$ cat src/ddeo_pkg.sv
`timescale 1ns / 1ps
// ----------------------------------------------------------------------------
// Differential drive odometry package
// Shared types, codes and default sizes for the wheel odometry block.
// ----------------------------------------------------------------------------
package ddeo_pkg;

	localparam int TICK_SUM_WIDTH_DEF = 24;
	localparam int ACCUM_WIDTH_DEF    = 48;
	localparam int FRAC_BITS_DEF      = 16;
	localparam int COUNTER_WIDTH_DEF  = 16;

	localparam int GAIN_WIDTH = 24;
	localparam int MUL_A_WIDTH = 32;
	localparam int ADDR_WIDTH = 4;
	localparam int DATA_WIDTH = 32;

	localparam logic [GAIN_WIDTH-1:0] LEFT_GAIN_RESET  = 24'd17086;
	localparam logic [GAIN_WIDTH-1:0] RIGHT_GAIN_RESET = 24'd15459;
	localparam logic [GAIN_WIDTH-1:0] DEG_GAIN_RESET   = 24'd48041;

	localparam logic [1:0] OP_RIGHT  = 2'd0;
	localparam logic [1:0] OP_LEFT   = 2'd1;
	localparam logic [1:0] OP_UPDATE = 2'd2;

	localparam logic [1:0] REG_LEFT_GAIN  = 2'd0;
	localparam logic [1:0] REG_RIGHT_GAIN = 2'd1;
	localparam logic [1:0] REG_DEG_GAIN   = 2'd2;

	typedef enum logic [3:0] {
		ST_IDLE,
		ST_MUL_R,
		ST_MUL_L,
		ST_SUMS,
		ST_ABS,
		ST_MUL_DLO,
		ST_MUL_DHI,
		ST_COMBINE,
		ST_SAT_ROT,
		ST_FINISH
	} state_t;

endpackage

$ cat src/diff_drive_encoder_odometry.sv
`timescale 1ns / 1ps
// ----------------------------------------------------------------------------
// Differential drive encoder odometry
// Wheel tick accumulation and fixed point odometry update on a shared
// multiplier under a small sequencer.
// ----------------------------------------------------------------------------
// Requests enter on in_valid/in_stall with op and count. A right or left
// capture request is taken while the sequencer is idle, so captures can
// arrive back to back. An update request runs through nine sequencer
// steps: the single 32 x 24 multiplier is used four times (two wheel
// distances, then the low and high halves of the rotation product), with
// adds, magnitudes and saturation in the steps between. in_stall is high
// until the sequencer is idle again; out_valid rises after the last step.
// If the receiver stalls, captures are still accepted; a following update
// holds in its last step until the pending result has been taken. The user
// must write the gains through the APB port only while the block is idle;
// the block does not enforce this. Reads return the stored value. Reset
// restores default gains and clears tick sums, last counts, totals, out_valid.
// ----------------------------------------------------------------------------
module diff_drive_encoder_odometry
	import ddeo_pkg::*;
#(
	parameter int TICK_SUM_WIDTH = TICK_SUM_WIDTH_DEF,
	parameter int ACCUM_WIDTH    = ACCUM_WIDTH_DEF,
	parameter int FRAC_BITS      = FRAC_BITS_DEF,
	parameter int COUNTER_WIDTH  = COUNTER_WIDTH_DEF
) (
	input  logic                          clk,
	input  logic                          arst_n,
	input  logic                          in_valid,
	output logic                          in_stall,
	input  logic [1:0]                    op,
	input  logic [COUNTER_WIDTH-1:0]      count,
	output logic                          out_valid,
	input  logic                          out_stall,
	output logic signed [ACCUM_WIDTH-1:0] position_mm,
	output logic signed [ACCUM_WIDTH-1:0] heading_deg,
	output logic signed [ACCUM_WIDTH-1:0] forward_step,
	output logic signed [ACCUM_WIDTH-1:0] rotation_step,
	input  logic                          psel,
	input  logic                          penable,
	input  logic                          pwrite,
	input  logic [ADDR_WIDTH-1:0]         paddr,
	input  logic [DATA_WIDTH-1:0]         pwdata,
	output logic [DATA_WIDTH-1:0]         prdata,
	output logic                          pready
);

	localparam int T     = TICK_SUM_WIDTH;
	localparam int A     = ACCUM_WIDTH;
	localparam int C     = COUNTER_WIDTH;
	localparam int G     = GAIN_WIDTH;
	localparam int PW    = T + G + 1;
	localparam int SW    = PW + 1;
	localparam int PRODW = MUL_A_WIDTH + G;
	localparam int FULLW = PRODW + MUL_A_WIDTH;
	localparam int RMW   = FULLW - FRAC_BITS;
	localparam int SATW  = ((RMW > A) ? RMW : A) + 1;
	localparam int SUMW  = ((T > C) ? T : C) + 2;

	localparam logic signed [SUMW-1:0] TICK_MAX = {{(SUMW-T+1){1'b0}}, {(T-1){1'b1}}};
	localparam logic signed [SUMW-1:0] TICK_MIN = {{(SUMW-T+1){1'b1}}, {(T-1){1'b0}}};
	localparam logic [SATW-1:0] SAT_MAXPOS = SATW'({1'b0, {(A-1){1'b1}}});
	localparam logic [SATW-1:0] SAT_MINMAG = SATW'({1'b1, {(A-1){1'b0}}});

	state_t state_q, state_d;

	logic [G-1:0] left_gain_q, right_gain_q, deg_gain_q;
	logic [C-1:0] right_last_q, left_last_q;
	logic signed [T-1:0] rsum_q, lsum_q;
	logic [A-1:0] pos_total_q, head_total_q;
	logic out_valid_q;
	logic [A-1:0] fwd_out_q, rot_out_q;

	logic [PRODW-1:0] prod_q, lo_q;
	logic rneg_q, lneg_q, dneg_q, fneg_q;
	logic signed [PW-1:0] rd_q;
	logic signed [SW-1:0] s_q, d_q;
	logic [SW-1:0] dmag_q;
	logic [SW-2:0] fmag_q;
	logic [RMW-1:0] rmag_q;
	logic [A-1:0] fwd_q, rot_q;

	logic in_accept, cfg_write, out_free, finish_fire;
	logic [C-1:0] sel_last, diff_raw;
	logic signed [T-1:0] sel_sum, cap_sat;
	logic signed [SUMW-1:0] cap_wide;
	logic [T-1:0] rmag_t, lmag_t;
	logic [MUL_A_WIDTH-1:0] mul_a;
	logic [G-1:0] mul_b;
	logic [PRODW-1:0] mul_p;
	logic [PW-1:0] prod_ext;
	logic signed [PW-1:0] ld;
	logic [SW-1:0] dmag, smag;
	logic [FULLW-1:0] full;
	logic [SATW-1:0] sat_mag, sat_lim, sat_clip;
	logic sat_neg;
	logic [A-1:0] sat_res;

	assign in_accept   = in_valid && !in_stall;
	assign cfg_write   = psel && penable && pwrite && pready;
	assign out_free    = !out_valid_q || !out_stall;
	assign finish_fire = (state_q == ST_FINISH) && out_free;
	assign pready      = 1'b1;

	always_comb begin
		state_d  = state_q;
		in_stall = (state_q != ST_IDLE);
		unique case (state_q)
			ST_IDLE: begin
				if (in_valid && op == OP_UPDATE) begin
					state_d = ST_MUL_R;
				end
			end
			ST_MUL_R:   state_d = ST_MUL_L;
			ST_MUL_L:   state_d = ST_SUMS;
			ST_SUMS:    state_d = ST_ABS;
			ST_ABS:     state_d = ST_MUL_DLO;
			ST_MUL_DLO: state_d = ST_MUL_DHI;
			ST_MUL_DHI: state_d = ST_COMBINE;
			ST_COMBINE: state_d = ST_SAT_ROT;
			ST_SAT_ROT: state_d = ST_FINISH;
			ST_FINISH: begin
				if (out_free) begin
					state_d = ST_IDLE;
				end
			end
			default:    state_d = ST_IDLE;
		endcase
	end

	always_ff @(posedge clk or negedge arst_n) begin
		if (!arst_n) begin
			state_q <= ST_IDLE;
		end else begin
			state_q <= state_d;
		end
	end

	always_comb begin
		sel_sum  = (op == OP_LEFT) ? lsum_q : rsum_q;
		sel_last = (op == OP_LEFT) ? left_last_q : right_last_q;
		diff_raw = count - sel_last;
		cap_wide = SUMW'(sel_sum) - SUMW'($signed(diff_raw));
		if (cap_wide > TICK_MAX) begin
			cap_sat = TICK_MAX[T-1:0];
		end else if (cap_wide < TICK_MIN) begin
			cap_sat = TICK_MIN[T-1:0];
		end else begin
			cap_sat = cap_wide[T-1:0];
		end
	end

	always_comb begin
		rmag_t = rsum_q[T-1] ? $unsigned(~rsum_q + 1'b1) : $unsigned(rsum_q);
		lmag_t = lsum_q[T-1] ? $unsigned(~lsum_q + 1'b1) : $unsigned(lsum_q);
		unique case (state_q)
			ST_MUL_R:   mul_a = MUL_A_WIDTH'(rmag_t);
			ST_MUL_L:   mul_a = MUL_A_WIDTH'(lmag_t);
			ST_MUL_DLO: mul_a = dmag_q[MUL_A_WIDTH-1:0];
			ST_MUL_DHI: mul_a = MUL_A_WIDTH'(dmag_q[SW-1:MUL_A_WIDTH]);
			default:    mul_a = '0;
		endcase
		unique case (state_q)
			ST_MUL_R: mul_b = right_gain_q;
			ST_MUL_L: mul_b = left_gain_q;
			default:  mul_b = deg_gain_q;
		endcase
		mul_p = PRODW'(mul_a) * PRODW'(mul_b);
	end

	always_comb begin
		prod_ext = PW'(prod_q);
		ld   = lneg_q ? $signed(~prod_ext + 1'b1) : $signed(prod_ext);
		dmag = d_q[SW-1] ? $unsigned(~d_q + 1'b1) : $unsigned(d_q);
		smag = s_q[SW-1] ? $unsigned(~s_q + 1'b1) : $unsigned(s_q);
		full = {prod_q, {MUL_A_WIDTH{1'b0}}} + FULLW'(lo_q);
	end

	always_comb begin
		if (state_q == ST_SAT_ROT) begin
			sat_mag = SATW'(rmag_q);
			sat_neg = dneg_q;
		end else begin
			sat_mag = SATW'(fmag_q);
			sat_neg = fneg_q;
		end
		sat_lim  = sat_neg ? SAT_MINMAG : SAT_MAXPOS;
		sat_clip = (sat_mag > sat_lim) ? sat_lim : sat_mag;
		sat_res  = sat_neg ? (~sat_clip[A-1:0] + 1'b1) : sat_clip[A-1:0];
	end

	always_ff @(posedge clk) begin
		unique case (state_q)
			ST_MUL_R: begin
				prod_q <= mul_p;
				rneg_q <= rsum_q[T-1];
			end
			ST_MUL_L: begin
				prod_q <= mul_p;
				lneg_q <= lsum_q[T-1];
				rd_q   <= rneg_q ? $signed(~prod_ext + 1'b1) : $signed(prod_ext);
			end
			ST_SUMS: begin
				s_q <= SW'(rd_q) + SW'(ld);
				d_q <= SW'(rd_q) - SW'(ld);
			end
			ST_ABS: begin
				dmag_q <= dmag;
				dneg_q <= d_q[SW-1];
				fmag_q <= smag[SW-1:1];
				fneg_q <= s_q[SW-1];
			end
			ST_MUL_DLO: begin
				prod_q <= mul_p;
				fwd_q  <= sat_res;
			end
			ST_MUL_DHI: begin
				prod_q <= mul_p;
				lo_q   <= prod_q;
			end
			ST_COMBINE: rmag_q <= full[FULLW-1:FRAC_BITS];
			ST_SAT_ROT: rot_q <= sat_res;
			default: begin
			end
		endcase
		if (finish_fire) begin
			fwd_out_q <= fwd_q;
			rot_out_q <= rot_q;
		end
	end

	always_ff @(posedge clk or negedge arst_n) begin
		if (!arst_n) begin
			left_gain_q  <= LEFT_GAIN_RESET;
			right_gain_q <= RIGHT_GAIN_RESET;
			deg_gain_q   <= DEG_GAIN_RESET;
			right_last_q <= '0;
			left_last_q  <= '0;
			rsum_q       <= '0;
			lsum_q       <= '0;
			pos_total_q  <= '0;
			head_total_q <= '0;
			out_valid_q  <= 1'b0;
		end else begin
			if (cfg_write) begin
				unique case (paddr[3:2])
					REG_LEFT_GAIN:  left_gain_q  <= pwdata[G-1:0];
					REG_RIGHT_GAIN: right_gain_q <= pwdata[G-1:0];
					REG_DEG_GAIN:   deg_gain_q   <= pwdata[G-1:0];
					default: begin
					end
				endcase
			end
			if (in_accept && op == OP_RIGHT) begin
				rsum_q       <= cap_sat;
				right_last_q <= count;
			end
			if (in_accept && op == OP_LEFT) begin
				lsum_q      <= cap_sat;
				left_last_q <= count;
			end
			if (state_q == ST_MUL_R) begin
				rsum_q <= '0;
			end
			if (state_q == ST_MUL_L) begin
				lsum_q <= '0;
			end
			if (finish_fire) begin
				pos_total_q  <= pos_total_q + fwd_q;
				head_total_q <= head_total_q + rot_q;
				out_valid_q  <= 1'b1;
			end else if (!out_stall) begin
				out_valid_q <= 1'b0;
			end
		end
	end

	always_comb begin
		unique case (paddr[3:2])
			REG_LEFT_GAIN:  prdata = DATA_WIDTH'(left_gain_q);
			REG_RIGHT_GAIN: prdata = DATA_WIDTH'(right_gain_q);
			REG_DEG_GAIN:   prdata = DATA_WIDTH'(deg_gain_q);
			default:        prdata = '0;
		endcase
	end

	assign out_valid     = out_valid_q;
	assign position_mm   = $signed(pos_total_q);
	assign heading_deg   = $signed(head_total_q);
	assign forward_step  = $signed(fwd_out_q);
	assign rotation_step = $signed(rot_out_q);

	a_update_busy: assert property (@(posedge clk) disable iff (!arst_n)
		(in_accept && op == OP_UPDATE) |=> in_stall)
		else $error("update request did not start the sequencer");

	a_right_keeps_left: assert property (@(posedge clk) disable iff (!arst_n)
		(in_accept && op == OP_RIGHT) |=> $stable(lsum_q))
		else $error("right capture changed the left tick sum");

	a_sums_cleared: assert property (@(posedge clk) disable iff (!arst_n)
		(state_q == ST_MUL_L) |=> (rsum_q == '0 && lsum_q == '0))
		else $error("tick sums not cleared by update");

	a_result_source: assert property (@(posedge clk) disable iff (!arst_n)
		$rose(out_valid_q) |-> $past(state_q == ST_FINISH))
		else $error("result raised outside the final step");

endmodule
$ cat config.mk
export PLATFORM = sky130hd
export DESIGN_NAME = diff_drive_encoder_odometry
export DESIGN_NICKNAME = d
export VERILOG_FILES = /design/src/ddeo_pkg.sv /design/src/diff_drive_encoder_odometry.sv
export SDC_FILE = /design/constraint.sdc
export NUM_CORES = 2
export LEC_CHECK = 0
export BUFFER_PORTS_ARGS = -buffer_cell sky130_fd_sc_hd__buf_4
export CAP_MARGIN = 25
export CORE_MARGIN = 3
export CORE_UTILIZATION = 24
export CTS_BUF_LIST = sky130_fd_sc_hd__clkbuf_4
export CTS_CLUSTER_DIAMETER = 40
export DETAILED_ROUTE_END_ITERATION = 10
export GPL_ROUTABILITY_DRIVEN = 0
export HOLD_SLACK_MARGIN = 0.1
export SYNTH_ARGS = -nofsm -noshare
export SYNTH_HDL_FRONTEND = slang
export SYNTH_SLANG_ARGS = --single-unit
$ cat constraint.sdc
create_clock -name clk -period 12.2 [get_ports clk]
set_input_delay 0.61 -clock clk [delete_from_list [all_inputs] [get_ports clk]]
set_output_delay 0.61 -clock clk [all_outputs]
set_load 0.01 [all_outputs]
## Word level (Yosys, flattened, before mapping)

Cells that the tools add are included.

- Word-level logic and storage cells: 117
- Bits in read-only memories: 0
- Memories: 0
- RAM bits: 0
- Bits in latches: 0
- Register bits: 881
- Input bits: 61

- Div/mod/pow operators: 0
- Order comparisons: 3
- Reduce and logical (&&, ||, !) cells: 22
- Eq/ne operators: 16
- Bitwise operators: 6
- Add/sub/neg operators: 13
- Multipliers: 1
- Shifts and indexed selects: 0
- Muxes and demuxes: 27

Operators by type and width:

| cell | number |
|---|---|
| 24-bit two-way mux | 9 |
| 49-bit two-way mux | 4 |
| 48-bit two-way mux | 3 |
| 32-bit case mux with 4 select lines | 1 |
| 50-bit by 1-bit adder with 50-bit output, second input constant | 2 |
| 50-bit inverter | 2 |
| 48-bit adder | 2 |
| 88-bit by 56-bit adder with 88-bit output | 1 |
| 72-bit by 48-bit greater-than comparator with 1-bit output | 1 |
| 72-bit two-way mux | 1 |
| 24-bit case mux with 3 select lines | 1 |
| 32-bit by 24-bit multiplier with 56-bit output | 1 |
| 49-bit by 49-bit adder with 50-bit output | 1 |
| 49-bit by 49-bit subtractor with 50-bit output | 1 |
| 49-bit by 1-bit adder with 49-bit output, second input constant | 1 |
| 49-bit inverter | 1 |
| 24-bit by 1-bit adder with 24-bit output, second input constant | 2 |
| 48-bit by 1-bit adder with 48-bit output, second input constant | 1 |
| 24-bit inverter | 2 |
| 48-bit inverter | 1 |
| 24-bit case mux with 2 select lines | 1 |
| 4-bit case mux with 10 select lines | 1 |
| 25-bit by 24-bit greater-than comparator with 1-bit output, second input constant | 1 |
| 25-bit by 24-bit less-than comparator with 1-bit output, second input constant | 1 |
| other kinds (22) | 46 |

## Longest topological paths before layout

- Depth after elaboration: 9
- Gate-level depth with buffers: 38

## Worst setup path after synthesis

OpenSTA, ideal clock, no wires.

- Path type: flip-flop to flip-flop
- Start point: reg state_q[0]
- End point: reg prod_q[49], data pin
- Data arrival time: 9432 ps
- Setup time: 259 ps
- Setup slack: 2509 ps
- Required time: 11941 ps
- Buffers on the path: 4
- Clock period less this slack: 9691 ps
- Stages on the path, launching flop included: 32
- Path through: dfrtp_1 -> clkbuf_1 -> nand2_1 -> nor2_1 -> clkbuf_1 -> buf_1 -> nand2_1 -> nor2_1 -> fa_1 -> fa_1 -> inv_1 -> fa_1 -> inv_1 -> fa_1 -> fa_1 -> fa_1 -> inv_1 -> fa_1 -> inv_1 -> ha_1 -> clkbuf_1 -> a21oi_1 -> o21ai_0 -> a21o_1 -> a211oi_1 -> nor2_1 -> a211oi_1 -> o21ai_1 -> a211oi_1 -> nor2_1 -> a21oi_1 -> xnor2_1

- Cells in the longest elaborated chain, start to end: 3

RTL lines:

| what | line | source |
|---|---|---|
| start: declaration | diff_drive_encoder_odometry.sv:66 | `state_t state_q, state_d;` |
| start signal: assignment | diff_drive_encoder_odometry.sv:136 | `state_q <= state_d;` |
| 4-bit by 3-bit equality test with 1-bit output, or another cell as far along | diff_drive_encoder_odometry.sv:157 | `unique case (state_q)` |
| 32-bit case mux with 4 select lines / 24-bit case mux with 2 select lines (equally long branches) | diff_drive_encoder_odometry.sv:157, diff_drive_encoder_odometry.sv:164 |  |
| 32-bit by 24-bit multiplier with 56-bit output (*) | diff_drive_encoder_odometry.sv:169 | `mul_p = PRODW'(mul_a) * PRODW'(mul_b);` |
| named net mul_p[49] | diff_drive_encoder_odometry.sv:91 | `logic [PRODW-1:0] mul_p;` |
| end signal: assignment | diff_drive_encoder_odometry.sv:196 | `prod_q <= mul_p;` |
| end signal: assignment | diff_drive_encoder_odometry.sv:200 | `prod_q <= mul_p;` |
| end signal: assignment | diff_drive_encoder_odometry.sv:215 | `prod_q <= mul_p;` |
| end: declaration | diff_drive_encoder_odometry.sv:75 | `logic [PRODW-1:0] prod_q, lo_q;` |

The timed path passes the listed nets; every way through them passes the cells marked *.
A chain may end at the register's enable or synchronous reset.

## Worst setup path after layout

- Start point: reg lsum_q[4]
- End point: reg prod_q[41], data pin

- Cells in the longest elaborated chain, start to end: 5

RTL lines:

| what | line | source |
|---|---|---|
| start: declaration | diff_drive_encoder_odometry.sv:70 | `logic signed [T-1:0] rsum_q, lsum_q;` |
| start signal: assignment | diff_drive_encoder_odometry.sv:260 | `lsum_q <= cap_sat;` |
| 24-bit inverter | diff_drive_encoder_odometry.sv:156 | `lmag_t = lsum_q[T-1] ? $unsigned(~lsum_q + 1'b1) : $unsigned(lsum_q);` |
| 24-bit by 1-bit adder with 24-bit output | diff_drive_encoder_odometry.sv:156 |  |
| 24-bit two-way mux (*) | diff_drive_encoder_odometry.sv:156 |  |
| 32-bit case mux with 4 select lines (*) | diff_drive_encoder_odometry.sv:157 |  |
| 32-bit by 24-bit multiplier with 56-bit output (*) | diff_drive_encoder_odometry.sv:169 |  |
| named net mul_p[41] | diff_drive_encoder_odometry.sv:91 |  |

Marked as above.

==> impl_metrics.env <==
export IMPL_dp_slack_ns=1.98
export IMPL_clockBufferDepth=4
export IMPL_final_common_cell="nand2_1"
export IMPL_hold_start="pwdata[21]"
export IMPL_grt_max_degree=121
export IMPL_fp_dieW_um=566
export IMPL_post_drt_wl_per_cell_um=18.5
export IMPL_status="finished, final reports clean"
export IMPL_rrSetupSlack_ns=1.92
export IMPL_setup_viol=0
export IMPL_relSlewSlack=0.244
export IMPL_place_hpwl_mm=176
export IMPL_ctsResizeCount=0
export IMPL_cap_violations=0
export IMPL_critPathMaxStageDelay_ns=0.81
export IMPL_fin_tns_setup_ns=0
export IMPL_cts_buffers=229
export IMPL_critPathMaxFanout=24
export IMPL_final_nets=9290
export IMPL_grt_pass1_vias=57014
export IMPL_numClockSinks=864
export IMPL_cts_root_buf="clkbuf_4"
export IMPL_route_vias_total=57903
export IMPL_placedInstanceArea_um2=82100
export IMPL_regArea_um2=24700
export IMPL_period_share=0.842
export IMPL_row_count=204
export IMPL_end_kind="flip-flop"
export IMPL_fillers=32726
export IMPL_finalInstanceArea_um2=85900
export IMPL_io_pins=288
export IMPL_cts_tree="done"
export IMPL_antenna_found_initial=18
export IMPL_multi_input_area_um2=45700
export IMPL_grt_overflow_total=0
export IMPL_initial_core_util=0.242
export IMPL_hold_viol=0
export IMPL_cp_data_required_time_ns=13.02
export IMPL_clkLatencyLatePin_ns=1.23
export IMPL_fmax_mhz=97.3
export IMPL_yosys_cell_types_count=91
export IMPL_grt_usage=0.139
export IMPL_reg2reg_from="lsum_q[4]"
export IMPL_port_buffers=268
export IMPL_ys_flop_type="edfxtp_1"
export IMPL_seq_area_frac_synth=0.329
export IMPL_drt_iter0_markers=4810
export IMPL_grt_pass1_wl_mm=345
export IMPL_postRouteAntennaNets=0
export IMPL_path_buf_inv=5
export IMPL_hp_class="in2reg"
export IMPL_areaGrowthSynthToFinish_pct=14.3
export IMPL_yosys_register_bits=864
export IMPL_finalMaxSlewViolations=0
export IMPL_syn_instance_count=7724
export IMPL_synth_async_sr_flop_share=0.293
export IMPL_worst_r2r_path_depth=32
export IMPL_worst_slew_pin_slew_ns=1.13
export IMPL_critical_path_slowest_cell="o221ai_4"
export IMPL_layout_drive_gt1_share=0.118
export IMPL_critPathLaunchType="flip-flop"
export IMPL_clk_pin_slew_ns=0.07
export IMPL_final_cell_mix="nand2_1, inv_1, fa_1, edfxtp_1, nor2_1"
export IMPL_finalWorstSetupSlack_ns=1.92
export IMPL_drc=0
export IMPL_core_um2=310000
export IMPL_die_height_um=566
export IMPL_drtPass1Iterations=8
export IMPL_r2r_end="prod_q[41]"
export IMPL_dp_cells=11883
export IMPL_layout_cells_non_filler=12366
export IMPL_fp_dieArea_um2=320000
export IMPL_crit_top_cell="fa_1"
export IMPL_synth_cell_area_um2=75100
export IMPL_worst_clock_skew_ns=0.191
export IMPL_path_delay_family="adder cells"
export IMPL_via_per_inst=4.68
export IMPL_critPathKind="reg2reg"
export IMPL_rsz0062_at_grt="false"
export IMPL_min_to="deg_gain_q[21]"
export IMPL_whs_path_depth=3
export IMPL_synth_warnings=0
export IMPL_synth_edf_count=611
export IMPL_critPathArrivalTime_ns=11.09
export IMPL_avgSynthCellArea_um2=9.73
export IMPL_h_tree_depth=4
export IMPL_routed_wirelength_mm=228
export IMPL_period_minus_slack_ns=10.28
==> kinds of logic (layout without fill, tap and decap cells) <==
family | count (synthesis) | in the layout | share of synthesized area
compound gates | 1448 | 1448 | 0.122
xor+xnor | 549 | 549 | 0.0640
fa+ha+maj | 1157 | 1157 | 0.259
buf+inv | 1303 | 1814 | 0.0660
flops | 864 | 864 | 0.329
mux | 204 | 204 | 0.0293
other cells | 2 | 13 | 0.0000999
simple gates | 2197 | 2197 | 0.131
==> layer usage <==
metal	wire (um)	GRT usage	up-vias
met1	95800	0.183	28673
met4	8150	0.0511	10
met3	16200	0.0217	444
met2	108000	0.231	1971
met5	69	0	-
li1	-	-	26805
==> cell usage after synthesis (19+ instances only) <==
| cell | count | area share |
|---|---|---|
| mux2i_1 | 82 | 0.011 |
| dfstp_2 | 26 | 0.0091 |
| inv_1 | 934 | 0.047 |
| o41ai_1 | 24 | 0.0028 |
| or4_1 | 32 | 0.0032 |
| xnor2_1 | 387 | 0.045 |
| nand3_1 | 93 | 0.0062 |
| o21ai_1 | 36 | 0.0024 |
| dfrtp_1 | 227 | 0.076 |
| nor3_1 | 98 | 0.0065 |
| o31ai_1 | 68 | 0.0068 |
| o21ai_0 | 344 | 0.023 |
| a21o_1 | 186 | 0.019 |
| nor4_1 | 32 | 0.0027 |
| o22ai_1 | 59 | 0.0049 |
| nor2_1 | 572 | 0.029 |
| a211oi_1 | 32 | 0.0032 |
| buf_1 | 24 | 0.0012 |
| a22oi_1 | 19 | 0.0019 |
| o21bai_1 | 67 | 0.0067 |
| or3_1 | 72 | 0.0060 |
| nand4_1 | 31 | 0.0026 |
| edfxtp_1 | 611 | 0.24 |
| a31oi_1 | 34 | 0.0028 |
| and3_1 | 44 | 0.0037 |
| a21oi_1 | 372 | 0.025 |
| mux2_2 | 120 | 0.018 |
| o21a_1 | 33 | 0.0033 |
| nand2b_1 | 78 | 0.0065 |
| clkbuf_1 | 313 | 0.016 |
| xor2_1 | 162 | 0.019 |
| ha_1 | 492 | 0.082 |
| and2_1 | 50 | 0.0042 |
| fa_1 | 665 | 0.18 |
| nand2_1 | 968 | 0.048 |
| nor2b_1 | 53 | 0.0044 |
==> worst register-to-register path, delay by kind of cell (launching register included) <==
kind                     cells  cell delay [ns]
buffers and inverters        5             0.29
adder cells (fa/ha/maj)      8             4.03
AO/OA/AOI/OAI               12             3.29
AND/OR/NAND/NOR              5             1.66
flip-flops                   1             0.46
XOR/XNOR                     2             0.27
==> layout make-up <==
cell class,instances,area share
inverter,947,0.0414
clock buffer,314,0.0274
clock inverter,87,0.00634
multi-input combinational,5564,0.532
sequential,864,0.288
tap,4120,0.0600
antenna,4,0.000117
timing repair buffer,466,0.0444
==> stage by stage <==
step	util	hold slack, ns
after detailed placement	0.265	0.405
after floorplan	-	0.314
after global routing	0.277	0.258
final	0.277	0.320
after global placement	0.265	0.402
after CTS	0.277	0.108
==> worst max path at each step <==
| stage | startpoint | endpoint | slack (ns) | depth (start not counted) |
|---|---|---|---|---|
| finish | lsum_q[4] | prod_q[41] | 1.92 | 32 |
| global route | lsum_q[4] | prod_q[41] | 1.35 | 32 |
| CTS | lsum_q[4] | prod_q[41] | 1.96 | 32 |
| detailed placement | lsum_q[6] | prod_q[41] | 1.98 | 31 |
| global placement | lsum_q[6] | prod_q[41] | 1.98 | 31 |
| floorplan | state_q[0] | prod_q[49] | 2.51 | 31 |
==> repair_timing <==
action,CTS,global route
hold buffers,74,0
hold endpoints to repair,244,0
buffers inserted,0,0
==> state kept, by name, indices dropped and copies added, names as in the netlist, 24 cells and up <==
register,cells
left_gain_q,24
rd_q,49
fmag_q,49
rsum_q,24
prod_q,56
dmag_q,50
rmag_q,72
rotation_step,48
d_q,50
heading_deg,48
position_mm,48
forward_step,48
lsum_q,24
right_gain_q,24
deg_gain_q,24
s_q,49
lo_q,40
rot_q,48
fwd_q,48
Power is not shown: default switching activity piles up to over one toggle a cycle in this logic, so the estimate is an artifact.
